[config.mk]
export PLATFORM = sky130hd
export DESIGN_NAME = http_request_line_parser
export DESIGN_NICKNAME = d
export VERILOG_FILES = /design/src/hdl/hrlp_pkg.sv /design/src/hdl/hrlp_fifo.sv /design/src/hdl/hrlp_front.sv /design/src/hdl/hrlp_back.sv /design/src/hdl/http_request_line_parser.sv
export VERILOG_INCLUDE_DIRS = /design/src /design/src/hdl
export SDC_FILE = /design/constraint.sdc
export NUM_CORES = 1
export LEC_CHECK = 0
export BUFFER_PORTS_ARGS = -buffer_cell sky130_fd_sc_hd__buf_4
export CAP_MARGIN = 40
export CORE_MARGIN = 5
export CORE_UTILIZATION = 25
export DETAILED_ROUTE_END_ITERATION = 10
export PLACE_DENSITY = 0.48
export SLEW_MARGIN = 20
export SYNTH_ARGS = -nofsm -noshare
export SYNTH_HDL_FRONTEND = slang
export SYNTH_HIERARCHICAL = 1
export SYNTH_SLANG_ARGS = --single-unit
[constraint.sdc]
create_clock -name clk -period 3.38 [get_ports clk]
set_input_delay 0.169 -clock clk [delete_from_list [all_inputs] [get_ports clk]]
set_output_delay 0.169 -clock clk [all_outputs]
set_load 0.1 [all_outputs]
[src/hdl/http_request_line_parser_macros.svh]
// Assertion macros used by the parser top-level file.
`ifndef HTTP_REQUEST_LINE_PARSER_MACROS_SVH
`define HTTP_REQUEST_LINE_PARSER_MACROS_SVH

`ifndef NO_ASSERTIONS

// Same-cycle implication, disabled in reset.
`define HRLP_ASSERT_IMPLIES(label, clk, rst, lhs, rhs) \
  label: assert property (@(posedge clk) disable iff (rst) (lhs) |-> (rhs)) \
    else $error("hrlp assertion failed");

// Next-cycle implication, disabled in reset.
`define HRLP_ASSERT_NEXT(label, clk, rst, lhs, rhs) \
  label: assert property (@(posedge clk) disable iff (rst) (lhs) |=> (rhs)) \
    else $error("hrlp assertion failed");

`else

`define HRLP_ASSERT_IMPLIES(label, clk, rst, lhs, rhs)
`define HRLP_ASSERT_NEXT(label, clk, rst, lhs, rhs)

`endif

`endif

[src/hdl/hrlp_pkg.sv]
package hrlp_pkg;

  localparam int LINE_LIMIT = 1024;
  localparam int LINE_W = $clog2(LINE_LIMIT);

  localparam logic [7:0] CH_CR = 8'h0D;
  localparam logic [7:0] CH_LF = 8'h0A;
  localparam logic [7:0] CH_QMARK = 8'h3F;
  localparam logic [7:0] CH_SPACE = 8'h20;
  localparam logic [7:0] CH_TAB = 8'h09;
  localparam logic [7:0] CH_NUL = 8'h00;

  typedef enum logic [1:0] {
    KIND_PATH = 2'd0,
    KIND_QUERY = 2'd1,
    KIND_VERSION = 2'd2,
    KIND_DONE = 2'd3
  } kind_t;

  typedef enum logic [1:0] {
    METHOD_NONE = 2'd0,
    METHOD_GET = 2'd1,
    METHOD_POST = 2'd2,
    METHOD_HEAD = 2'd3
  } method_t;

  typedef enum logic {
    STATUS_OK = 1'b0,
    STATUS_NOT_IMPL = 1'b1
  } status_t;

  typedef enum logic {
    PH_REQUEST = 1'b0,
    PH_HEADER = 1'b1
  } phase_t;

  // Classified byte handed from front to back.
  typedef struct packed {
    logic term;
    logic sep;
    logic [7:0] data;
  } cmd_t;

  typedef struct packed {
    kind_t kind;
    logic [7:0] out_byte;
    status_t status;
    method_t method;
    logic has_query;
  } result_t;

  localparam int WORD_W = $bits(result_t);
  localparam int CMD_W = $bits(cmd_t);
  typedef logic [WORD_W-1:0] word_t;

  typedef struct packed {
    logic full;
    logic empty;
  } fifo_stat_t;

  localparam int FIFO_DEPTH = 2;
  localparam int FIFO_PTR_W = $clog2(FIFO_DEPTH);
  localparam int FIFO_CNT_W = $clog2(FIFO_DEPTH + 1);

endpackage

[src/hdl/hrlp_fifo.sv]
module hrlp_fifo (
  input  logic                  clk,
  input  logic                  rst,
  input  logic                  push,
  input  hrlp_pkg::word_t       wr_data,
  input  logic                  pop,
  output hrlp_pkg::word_t       rd_data,
  output hrlp_pkg::fifo_stat_t  stat
);

  hrlp_pkg::word_t entries [hrlp_pkg::FIFO_DEPTH];
  logic [hrlp_pkg::FIFO_PTR_W-1:0] wr_ptr;
  logic [hrlp_pkg::FIFO_PTR_W-1:0] rd_ptr;
  logic [hrlp_pkg::FIFO_CNT_W-1:0] count;
  logic do_push;
  logic do_pop;

  assign stat.full = (count == hrlp_pkg::FIFO_CNT_W'(hrlp_pkg::FIFO_DEPTH));
  assign stat.empty = (count == '0);
  assign do_push = push && !stat.full;
  assign do_pop = pop && !stat.empty;
  assign rd_data = entries[rd_ptr];

  always_ff @(posedge clk) begin
    if (rst) begin
      wr_ptr <= '0;
      rd_ptr <= '0;
      count <= '0;
    end else begin
      if (do_push) begin
        wr_ptr <= (wr_ptr == hrlp_pkg::FIFO_PTR_W'(hrlp_pkg::FIFO_DEPTH - 1)) ? '0
                  : wr_ptr + 1'b1;
      end
      if (do_pop) begin
        rd_ptr <= (rd_ptr == hrlp_pkg::FIFO_PTR_W'(hrlp_pkg::FIFO_DEPTH - 1)) ? '0
                  : rd_ptr + 1'b1;
      end
      if (do_push && !do_pop) begin
        count <= count + 1'b1;
      end else if (do_pop && !do_push) begin
        count <= count - 1'b1;
      end
    end
  end

  always_ff @(posedge clk) begin
    if (do_push) begin
      entries[wr_ptr] <= wr_data;
    end
  end

endmodule

[src/hdl/hrlp_front.sv]
module hrlp_front (
  input  logic            clk,
  input  logic            rst,
  input  logic [7:0]      data_byte,
  input  logic            push,
  output logic            full,
  input  logic            cmd_full,
  output logic            cmd_push,
  output hrlp_pkg::word_t cmd_word
);

  logic after_cr;
  logic accept;
  logic drop;
  hrlp_pkg::cmd_t cmd;

  assign full = cmd_full;
  assign accept = push && !cmd_full;
  // Swallow the LF that directly follows a CR.
  assign drop = after_cr && (data_byte == hrlp_pkg::CH_LF);
  assign cmd_push = accept && !drop;

  always_comb begin
    cmd.data = data_byte;
    cmd.term = (data_byte == hrlp_pkg::CH_CR) || (data_byte == hrlp_pkg::CH_LF);
    cmd.sep = (data_byte == hrlp_pkg::CH_SPACE) || (data_byte == hrlp_pkg::CH_NUL) ||
              ((data_byte >= hrlp_pkg::CH_TAB) && (data_byte <= hrlp_pkg::CH_CR));
  end

  assign cmd_word = {{(hrlp_pkg::WORD_W - hrlp_pkg::CMD_W){1'b0}}, cmd};

  always_ff @(posedge clk) begin
    if (rst) begin
      after_cr <= 1'b0;
    end else if (accept) begin
      after_cr <= (data_byte == hrlp_pkg::CH_CR);
    end
  end

endmodule

[src/hdl/hrlp_back.sv]
module hrlp_back (
  input  logic                 clk,
  input  logic                 rst,
  input  hrlp_pkg::word_t      cmd_word,
  input  hrlp_pkg::fifo_stat_t cmd_stat,
  output logic                 cmd_pop,
  input  hrlp_pkg::fifo_stat_t res_stat,
  output logic                 res_push,
  output hrlp_pkg::word_t      res_word
);

  localparam int LW = hrlp_pkg::LINE_W;
  localparam logic [2:0] POS_MAX = 3'd5;

  hrlp_pkg::phase_t phase, phase_next;
  logic [LW-1:0] line_count, line_count_next;
  logic [1:0] field_number, field_number_next;
  logic [2:0] method_position, method_position_next;
  logic [2:0] method_candidates, method_candidates_next;
  hrlp_pkg::method_t method_code, method_code_next;
  logic in_query, in_query_next;
  logic query_seen, query_seen_next;

  hrlp_pkg::cmd_t cmd;
  hrlp_pkg::result_t res;
  logic go;
  logic [LW-1:0] line_inc;
  logic cut;
  logic [7:0] upper;

  function automatic logic [7:0] get_char(input logic [2:0] p);
    case (p)
      3'd0:    get_char = 8'h47;
      3'd1:    get_char = 8'h45;
      default: get_char = 8'h54;
    endcase
  endfunction

  function automatic logic [7:0] post_char(input logic [2:0] p);
    case (p)
      3'd0:    post_char = 8'h50;
      3'd1:    post_char = 8'h4F;
      3'd2:    post_char = 8'h53;
      default: post_char = 8'h54;
    endcase
  endfunction

  function automatic logic [7:0] head_char(input logic [2:0] p);
    case (p)
      3'd0:    head_char = 8'h48;
      3'd1:    head_char = 8'h45;
      3'd2:    head_char = 8'h41;
      default: head_char = 8'h44;
    endcase
  endfunction

  function automatic hrlp_pkg::method_t method_close(input logic [2:0] p,
                                                     input logic [2:0] cand);
    if (p == 3'd3 && cand[0]) begin
      method_close = hrlp_pkg::METHOD_GET;
    end else if (p == 3'd4 && cand[1]) begin
      method_close = hrlp_pkg::METHOD_POST;
    end else if (p == 3'd4 && cand[2]) begin
      method_close = hrlp_pkg::METHOD_HEAD;
    end else begin
      method_close = hrlp_pkg::METHOD_NONE;
    end
  endfunction

  assign cmd = hrlp_pkg::cmd_t'(cmd_word[hrlp_pkg::CMD_W-1:0]);
  assign go = !cmd_stat.empty && !res_stat.full;
  assign cmd_pop = go;
  assign line_inc = line_count + 1'b1;
  // Line cut at the length limit closes the line just like a terminator.
  assign cut = !cmd.term && (line_inc >= LW'(hrlp_pkg::LINE_LIMIT - 1));
  assign upper = (cmd.data >= 8'h61 && cmd.data <= 8'h7A) ? (cmd.data - 8'h20) : cmd.data;
  assign res_word = res;

  always_comb begin
    phase_next = phase;
    if (go) begin
      unique case (phase)
        hrlp_pkg::PH_REQUEST: begin
          if (cmd.term || cut) begin
            phase_next = hrlp_pkg::PH_HEADER;
          end
        end
        hrlp_pkg::PH_HEADER: begin
          if (cmd.term && line_count == '0) begin
            phase_next = hrlp_pkg::PH_REQUEST;
          end
        end
        default: phase_next = phase;
      endcase
    end
  end

  always_comb begin
    line_count_next = line_count;
    field_number_next = field_number;
    method_position_next = method_position;
    method_candidates_next = method_candidates;
    method_code_next = method_code;
    in_query_next = in_query;
    query_seen_next = query_seen;
    res_push = 1'b0;
    res.kind = hrlp_pkg::KIND_PATH;
    res.out_byte = cmd.data;
    res.status = hrlp_pkg::STATUS_OK;
    res.method = method_code;
    res.has_query = 1'b0;

    if (go) begin
      if (cmd.term) begin
        line_count_next = '0;
        if (phase == hrlp_pkg::PH_REQUEST) begin
          if (field_number == 2'd0) begin
            method_code_next = method_close(method_position, method_candidates);
          end
        end else if (line_count == '0) begin
          // Empty header line: report and start over.
          res_push = 1'b1;
          res.kind = hrlp_pkg::KIND_DONE;
          res.out_byte = 8'h00;
          res.status = (method_code == hrlp_pkg::METHOD_NONE) ? hrlp_pkg::STATUS_NOT_IMPL
                       : hrlp_pkg::STATUS_OK;
          res.has_query = query_seen;
          field_number_next = 2'd0;
          method_position_next = 3'd0;
          method_candidates_next = 3'b111;
          method_code_next = hrlp_pkg::METHOD_NONE;
          in_query_next = 1'b0;
          query_seen_next = 1'b0;
        end
      end else begin
        if (phase == hrlp_pkg::PH_REQUEST) begin
          if (cmd.sep) begin
            if (field_number == 2'd0) begin
              method_code_next = method_close(method_position, method_candidates);
            end
            if (field_number != 2'd3) begin
              field_number_next = field_number + 1'b1;
            end
          end else if (field_number == 2'd0) begin
            if (method_position >= 3'd3 || get_char(method_position) != upper) begin
              method_candidates_next[0] = 1'b0;
            end
            if (method_position >= 3'd4 || post_char(method_position) != upper) begin
              method_candidates_next[1] = 1'b0;
            end
            if (method_position >= 3'd4 || head_char(method_position) != upper) begin
              method_candidates_next[2] = 1'b0;
            end
            if (method_position < POS_MAX) begin
              method_position_next = method_position + 1'b1;
            end
          end else if (method_code != hrlp_pkg::METHOD_NONE && field_number != 2'd3) begin
            res_push = 1'b1;
            res.kind = hrlp_pkg::KIND_VERSION;
            if (field_number == 2'd1) begin
              if (!in_query && cmd.data == hrlp_pkg::CH_QMARK) begin
                // Drop the first question mark, switch to query bytes.
                in_query_next = 1'b1;
                query_seen_next = 1'b1;
                res_push = 1'b0;
              end
              res.kind = (in_query || cmd.data == hrlp_pkg::CH_QMARK) ?
                         hrlp_pkg::KIND_QUERY : hrlp_pkg::KIND_PATH;
            end
          end
        end
        if (cut) begin
          line_count_next = '0;
          if (phase == hrlp_pkg::PH_REQUEST && field_number_next == 2'd0) begin
            method_code_next = method_close(method_position_next, method_candidates_next);
          end
        end else begin
          line_count_next = line_inc;
        end
      end
    end
  end

  always_ff @(posedge clk) begin
    if (rst) begin
      phase <= hrlp_pkg::PH_REQUEST;
      line_count <= '0;
      field_number <= 2'd0;
      method_position <= 3'd0;
      method_candidates <= 3'b111;
      method_code <= hrlp_pkg::METHOD_NONE;
      in_query <= 1'b0;
      query_seen <= 1'b0;
    end else begin
      phase <= phase_next;
      line_count <= line_count_next;
      field_number <= field_number_next;
      method_position <= method_position_next;
      method_candidates <= method_candidates_next;
      method_code <= method_code_next;
      in_query <= in_query_next;
      query_seen <= query_seen_next;
    end
  end

endmodule

[src/hdl/http_request_line_parser.sv]
// Path: a byte accepted on push is written to the command queue, parsed by the back part, and its
// result is registered into the result queue, from which it can be popped.
// Throughput: one byte per cycle while neither queue backs up, set by the parse step in the back part.
// Two-entry queues sit after the classifier and after the parser.
// Reset (rst, synchronous, active high): queues empty, parser back on the request line.
`include "http_request_line_parser_macros.svh"

module http_request_line_parser (
  input  logic       clk,
  input  logic       rst,
  input  logic [7:0] data_byte,
  input  logic       push,
  output logic       full,
  output logic       empty,
  input  logic       pop,
  output logic [1:0] kind,
  output logic [7:0] out_byte,
  output logic       status,
  output logic [1:0] method,
  output logic       has_query
);

  logic cmd_push;
  logic cmd_pop;
  logic res_push;
  hrlp_pkg::word_t cmd_in;
  hrlp_pkg::word_t cmd_out;
  hrlp_pkg::word_t res_in;
  hrlp_pkg::word_t res_out;
  hrlp_pkg::fifo_stat_t cmd_stat;
  hrlp_pkg::fifo_stat_t res_stat;
  hrlp_pkg::result_t res;
  logic done_beat;
  logic byte_beat;
  logic no_method;

  hrlp_front u_front (
    .clk       (clk),
    .rst       (rst),
    .data_byte (data_byte),
    .push      (push),
    .full      (full),
    .cmd_full  (cmd_stat.full),
    .cmd_push  (cmd_push),
    .cmd_word  (cmd_in)
  );

  hrlp_fifo u_cmd_fifo (
    .clk     (clk),
    .rst     (rst),
    .push    (cmd_push),
    .wr_data (cmd_in),
    .pop     (cmd_pop),
    .rd_data (cmd_out),
    .stat    (cmd_stat)
  );

  hrlp_back u_back (
    .clk      (clk),
    .rst      (rst),
    .cmd_word (cmd_out),
    .cmd_stat (cmd_stat),
    .cmd_pop  (cmd_pop),
    .res_stat (res_stat),
    .res_push (res_push),
    .res_word (res_in)
  );

  hrlp_fifo u_res_fifo (
    .clk     (clk),
    .rst     (rst),
    .push    (res_push),
    .wr_data (res_in),
    .pop     (pop),
    .rd_data (res_out),
    .stat    (res_stat)
  );

  assign res = hrlp_pkg::result_t'(res_out);
  assign empty = res_stat.empty;
  assign kind = res.kind;
  assign out_byte = res.out_byte;
  assign status = res.status;
  assign method = res.method;
  assign has_query = res.has_query;

  assign done_beat = !empty && (kind == hrlp_pkg::KIND_DONE);
  assign byte_beat = !empty && (kind != hrlp_pkg::KIND_DONE);
  assign no_method = (method == hrlp_pkg::METHOD_NONE);

  `HRLP_ASSERT_IMPLIES(a_done_byte_zero, clk, rst, done_beat, out_byte == 8'h00)
  `HRLP_ASSERT_IMPLIES(a_done_status, clk, rst, done_beat, status == no_method)
  `HRLP_ASSERT_IMPLIES(a_byte_has_method, clk, rst, byte_beat, !no_method && !status && !has_query)
  `HRLP_ASSERT_NEXT(a_result_held, clk, rst, !empty && !pop, !empty)

endmodule

Word-level counts from Yosys, hierarchy flattened
Memories as Yosys holds them, arrays and structs flattened. A register that Yosys moved wholly into a read port is not among the register bits.
Cells that the tools add are included.
{"block": "classes", "muxes": 116, "n_reduce_logical": 61, "n_addsub": 12, "bitwise": 1, "n_eq_ne": 24, "order_cmp": 8}
{"cell": "two-way mux 8 bit", "count": 16}
{"cell": "two-way mux 2 bit", "count": 31}
{"cell": "two-way mux 3 bit", "count": 17}
{"cell": "two-way mux 1 bit", "count": 42}
{"cell": "two-way mux 11 bit", "count": 3}
{"cell": "logical AND 1 bit", "count": 25}
{"cell": "inequality test 8 bit", "count": 3}
{"cell": "two-way mux 10 bit", "count": 2}
{"cell": "equality test 8 x 4 -> 1 bit, second input constant", "count": 2}
{"cell": "equality test 8 x 6 -> 1 bit, second input constant", "count": 2}
{"cell": "case mux 5 bit (3 select lines)", "count": 1}
{"cell": "case mux 4 bit (3 select lines)", "count": 1}
{"cell": "nonzero test 2 bit", "count": 6}
{"cell": "zero test 1 bit", "count": 11}
{"cell": "adder 10 x 1 -> 10 bit, second input constant", "count": 1}
{"cell": "greater-or-equal comparator 10 bit, second input constant", "count": 1}
{"cell": "zero test 10 bit", "count": 1}
{"cell": "zero test 2 bit", "count": 5}
{"cell": "case mux 5 bit (2 select lines)", "count": 1}
{"cell": "equality test 3 x 2 -> 1 bit, second input constant", "count": 3}
{"cell": "two-way mux 9 bit", "count": 1}
{"cell": "AND reduction 9 bit", "count": 1}
{"cell": "greater-or-equal comparator 8 x 4 -> 1 bit, second input constant", "count": 1}
{"cell": "greater-or-equal comparator 8 x 7 -> 1 bit, second input constant", "count": 1}
{"cell": "other kinds (24)", "count": 44}
{"block": "word_totals", "elab_cells": 238, "mem_bits_rw": 48, "register_bits": 31, "n_memories": 2}
{"name": "u_res_fifo.entries", "depth": 2, "width": 14, "read_ports": 1, "rd_ports_with_merged_regs": 1, "write_ports": 1, "line": "hrlp_fifo.sv:11", "source": "hrlp_pkg::word_t entries [hrlp_pkg::FIFO_DEPTH];"}
{"name": "u_cmd_fifo.entries", "depth": 2, "width": 10, "read_ports": 1, "rd_ports_with_merged_regs": 1, "write_ports": 1, "line": "hrlp_fifo.sv:11"}

Depth between registers and ports, before layout
{"block": "depth", "word_depth": 22, "depth_mapped": 14}

Modules after synthesis
Netlist, hierarchy kept.
{"mod": "hrlp_fifo", "area_each_um2": 1221.2, "instances": 2, "seq_area_each_um2": 940.9, "cells_per_inst": 68}
{"mod": "hrlp_back", "area_each_um2": 1850.5, "instances": 1, "seq_area_each_um2": 440.4, "cells_per_inst": 250}
{"mod": "hrlp_front", "area_each_um2": 249.0, "instances": 1, "seq_area_each_um2": 20.0, "cells_per_inst": 31}

Least setup slack after synthesis
OpenSTA, ideal clock, no wires.
{"block": "synth_timing", "kind": "register to register", "start": "register with a tool-made name", "end": "register u_res_fifo/count[1] (netlist name)", "setup_slack_ps": 582, "setup_ps": 70, "t_arrival_ps": 2728, "synth_period_minus_slack_ps": 2798, "path_stages_with_launch": 13, "cell_sequence": "dfxtp_1 buf_2 mux2_2 and3b_1 nand4_1 nor3_1 a21oi_1 or2_1 inv_1 nor2_1 ha_1 or3_1 a21oi_1"}
{"element": "to (signal assigned)", "line": "hrlp_fifo.sv:39", "source": "count <= count + 1'b1;"}
{"element": "to (signal assigned)", "line": "hrlp_fifo.sv:41", "source": "count <= count - 1'b1;"}
{"element": "to (decl)", "line": "hrlp_fifo.sv:14", "source": "logic [hrlp_pkg::FIFO_CNT_W-1:0] count;"}

==> results.tsv <==
metric	value	unit
P_sw	1.67	mW
Initial DRC Count	195	
cell chosen for the clock root	clkbuf_16	
post-CTS setup buffer count	0	
clk sink count	81	
CTS tree	done	
Post-Syn Area	0.00422	mm²
Final Max Slew Viols	0	
# IOs	28	
Crit path largest cell delay	0.47	ns
Final Cycle Share	89.5	%
Leak	1.73	nW
final net count	442	
Hold Crit Endpoint	u_cmd_fifo/entries[0][0]	
Die Width	140	µm
CP bufs+invs	1	
num rows	47	
area grow syn2layout	16.1	%
RePlAce Congestion	0.774	
syn_nets	423	
GRT Total Usage	9.56	%
setup slack at placement	0.337	ns
type of origin of the critical path	flop	
Max Cap Viol	0	
CP Data Required Time	3.64	ns
status	completed	
post-cts sizing count	0	
Post-Syn Area per Cell	10.6	µm²
CP top delay family	simple AND/OR/NAND/NOR gates	
Gate power share	41.8	%
core area	0.0166	mm²
I/O Buffers	27	
Post-DP HPWL	6470	µm
Die ar.	0.0196	mm²
Worst setup EP type	flop	
layout cells sized above 1	20.0	%
FF-to-FF End	u_res_fifo/count[1]	
chip height	140	µm
most frequent CP cell	a21oi_1	
fill count	1717	
drt wl/cell	13.9	µm
setup TNS	0	ns
Max Root-Sink Buffers	2	
clock transition at the registers of the reported paths	0.06	ns
Ys Warns	6	
antenna violations before repair	0	
DRC	0	
TritonRoute pass-1 iters	4	
worst setup path class	reg -> reg	
Post-CTS Hold Fix Bufs	0	
final wirelength	8950	µm
vias in the first global route	3005	
Final Critical Period	3.02	ns
largest net degree at the start of global routing	30	
Finish-stage setup viols	0	
routed vias/inst	4.73	
H-Tree Depth	3	
CP cell instances	mux2_2 -> and3b_1 -> nand4_1 -> nor3_1 -> a21oi_1 -> or2_1 -> inv_1 -> nor2_1 -> ha_1 -> or3_1 -> a21oi_1	
Max VDD drop	0.352	mV
Starting Density	25.5	%
Cells after Synth	400	
reg2reg setup slack	0.36	ns
power density over cell area	829	mW/mm²
slew margin rel.	53.5	%
Worst Slack Setup Final	0.356	ns
Diodes inserted	0	
first-pass GRT wire length	15200	µm
Final Hold Vio Count	0	
RSZ-0062 raised after global routing	false	
clock skew	0.00680	ns
Net Sw Frac	41.1	%
HP Start	data_byte[0]	
internal cell power	2.39	mW
hold path cells	1	
CTS Buf Count	9	
worst min path class	in -> reg	
clock network power share	24.1	%
global route overflow	0	
crit-path max FO	7	
clock latency on the worst-skew pair	0.33	ns
sequential power share	34.1	%
Vias	3046	
Worst EP arrival	3.29	ns
R2R cell count	11	
Peak Freq	0.331	GHz
Crit-path slowest cell	dfxtp_1	
hold slack	0.0488	ns
worst slew pin tran	0.691	ns
Final ANT Viol Nets	0	
final cells by class:
| cell class | count | area (µm²) | area share (%) |
|---|---|---|---|
| clock inverters | 7 | 78.8 | 1.61 |
| flip-flops and latches | 81 | 2100 | 42.9 |
| inverters | 16 | 60.1 | 1.23 |
| repair buffers | 32 | 240 | 4.90 |
| multi-input cells | 279 | 1920 | 39.2 |
| well taps | 220 | 275 | 5.62 |
| clock buffers | 9 | 225 | 4.59 |
power groups by stage:
stage               clock, mW  combinational [mW]  sequential (mW)
global route             1.06                1.87             1.41
global placement            0                1.69             1.41
finish                  0.978                1.70             1.39
detailed placement          0                1.70             1.41
floorplan                   0                1.41             1.34
CTS                      1.02                1.71             1.39
state kept, by name, summed over array words and instances, names as in the netlist, named ones only:
name,flops
u_back/phase,1
u_cmd_fifo/wr_ptr,1
u_back/method_position,3
u_back/method_candidates,3
u_res_fifo/rd_ptr,1
u_front/after_cr,1
u_back/query_seen,1
u_res_fifo/wr_ptr,1
u_back/method_code,2
u_back/line_count,10
u_cmd_fifo/rd_ptr,1
u_back/field_number,2
u_res_fifo/count,2
u_cmd_fifo/count,2
u_res_fifo/entries,28
u_cmd_fifo/entries,20
placed cells by master (no fill, tap or decap), drive strengths merged, types with 13 or more instances in the layout:
| cell | instances |
|---|---|
| edfxtp | 48 |
| nor3 | 13 |
| o21ai | 24 |
| dfxtp | 33 |
| mux2 | 25 |
| nand2 | 16 |
| inv | 17 |
| buf | 32 |
| a21oi | 20 |
| nor2 | 40 |
stage by stage:
step / utilization (%) / std cells / power (mW) / area, µm²
6_report: 29.6 / 644 / 4.06 / 4900
5_1_grt: 29.6 / 644 / 4.34 / 4900
4_1_cts: 29.6 / 644 / 4.12 / 4900
3_5_place_dp: 27.7 / 628 / 3.11 / 4600
3_3_place_gp: 27.7 / 628 / 3.09 / 4600
2_1_floorplan: - / 400 / 2.75 / 4220
how the worst max path moves through the flow:
stage | from | to | slack (ns) | cells past startpoint
floorplan | flop | u_res_fifo/count[1] | 0.65 | 12
global placement | flop | u_res_fifo/count[1] | 0.37 | 11
detailed placement | flop | u_res_fifo/count[1] | 0.34 | 11
CTS | flop | u_res_fifo/count[1] | 0.32 | 11
global route | flop | u_res_fifo/count[1] | 0.18 | 13
finish | flop | u_res_fifo/count[1] | 0.36 | 11
routing by layer:
metal	track usage, %	up-vias	wire (µm)	part of all wire, %
li1	-	1507	-	-
met1	12.1	1471	4190	47
met2	15.5	54	4220	47
met3	2.62	14	339	3.8
met4	3.82	0	204	2.3
met5	0	-	0	0
Note: power is estimated with default switching activity, not from simulation.
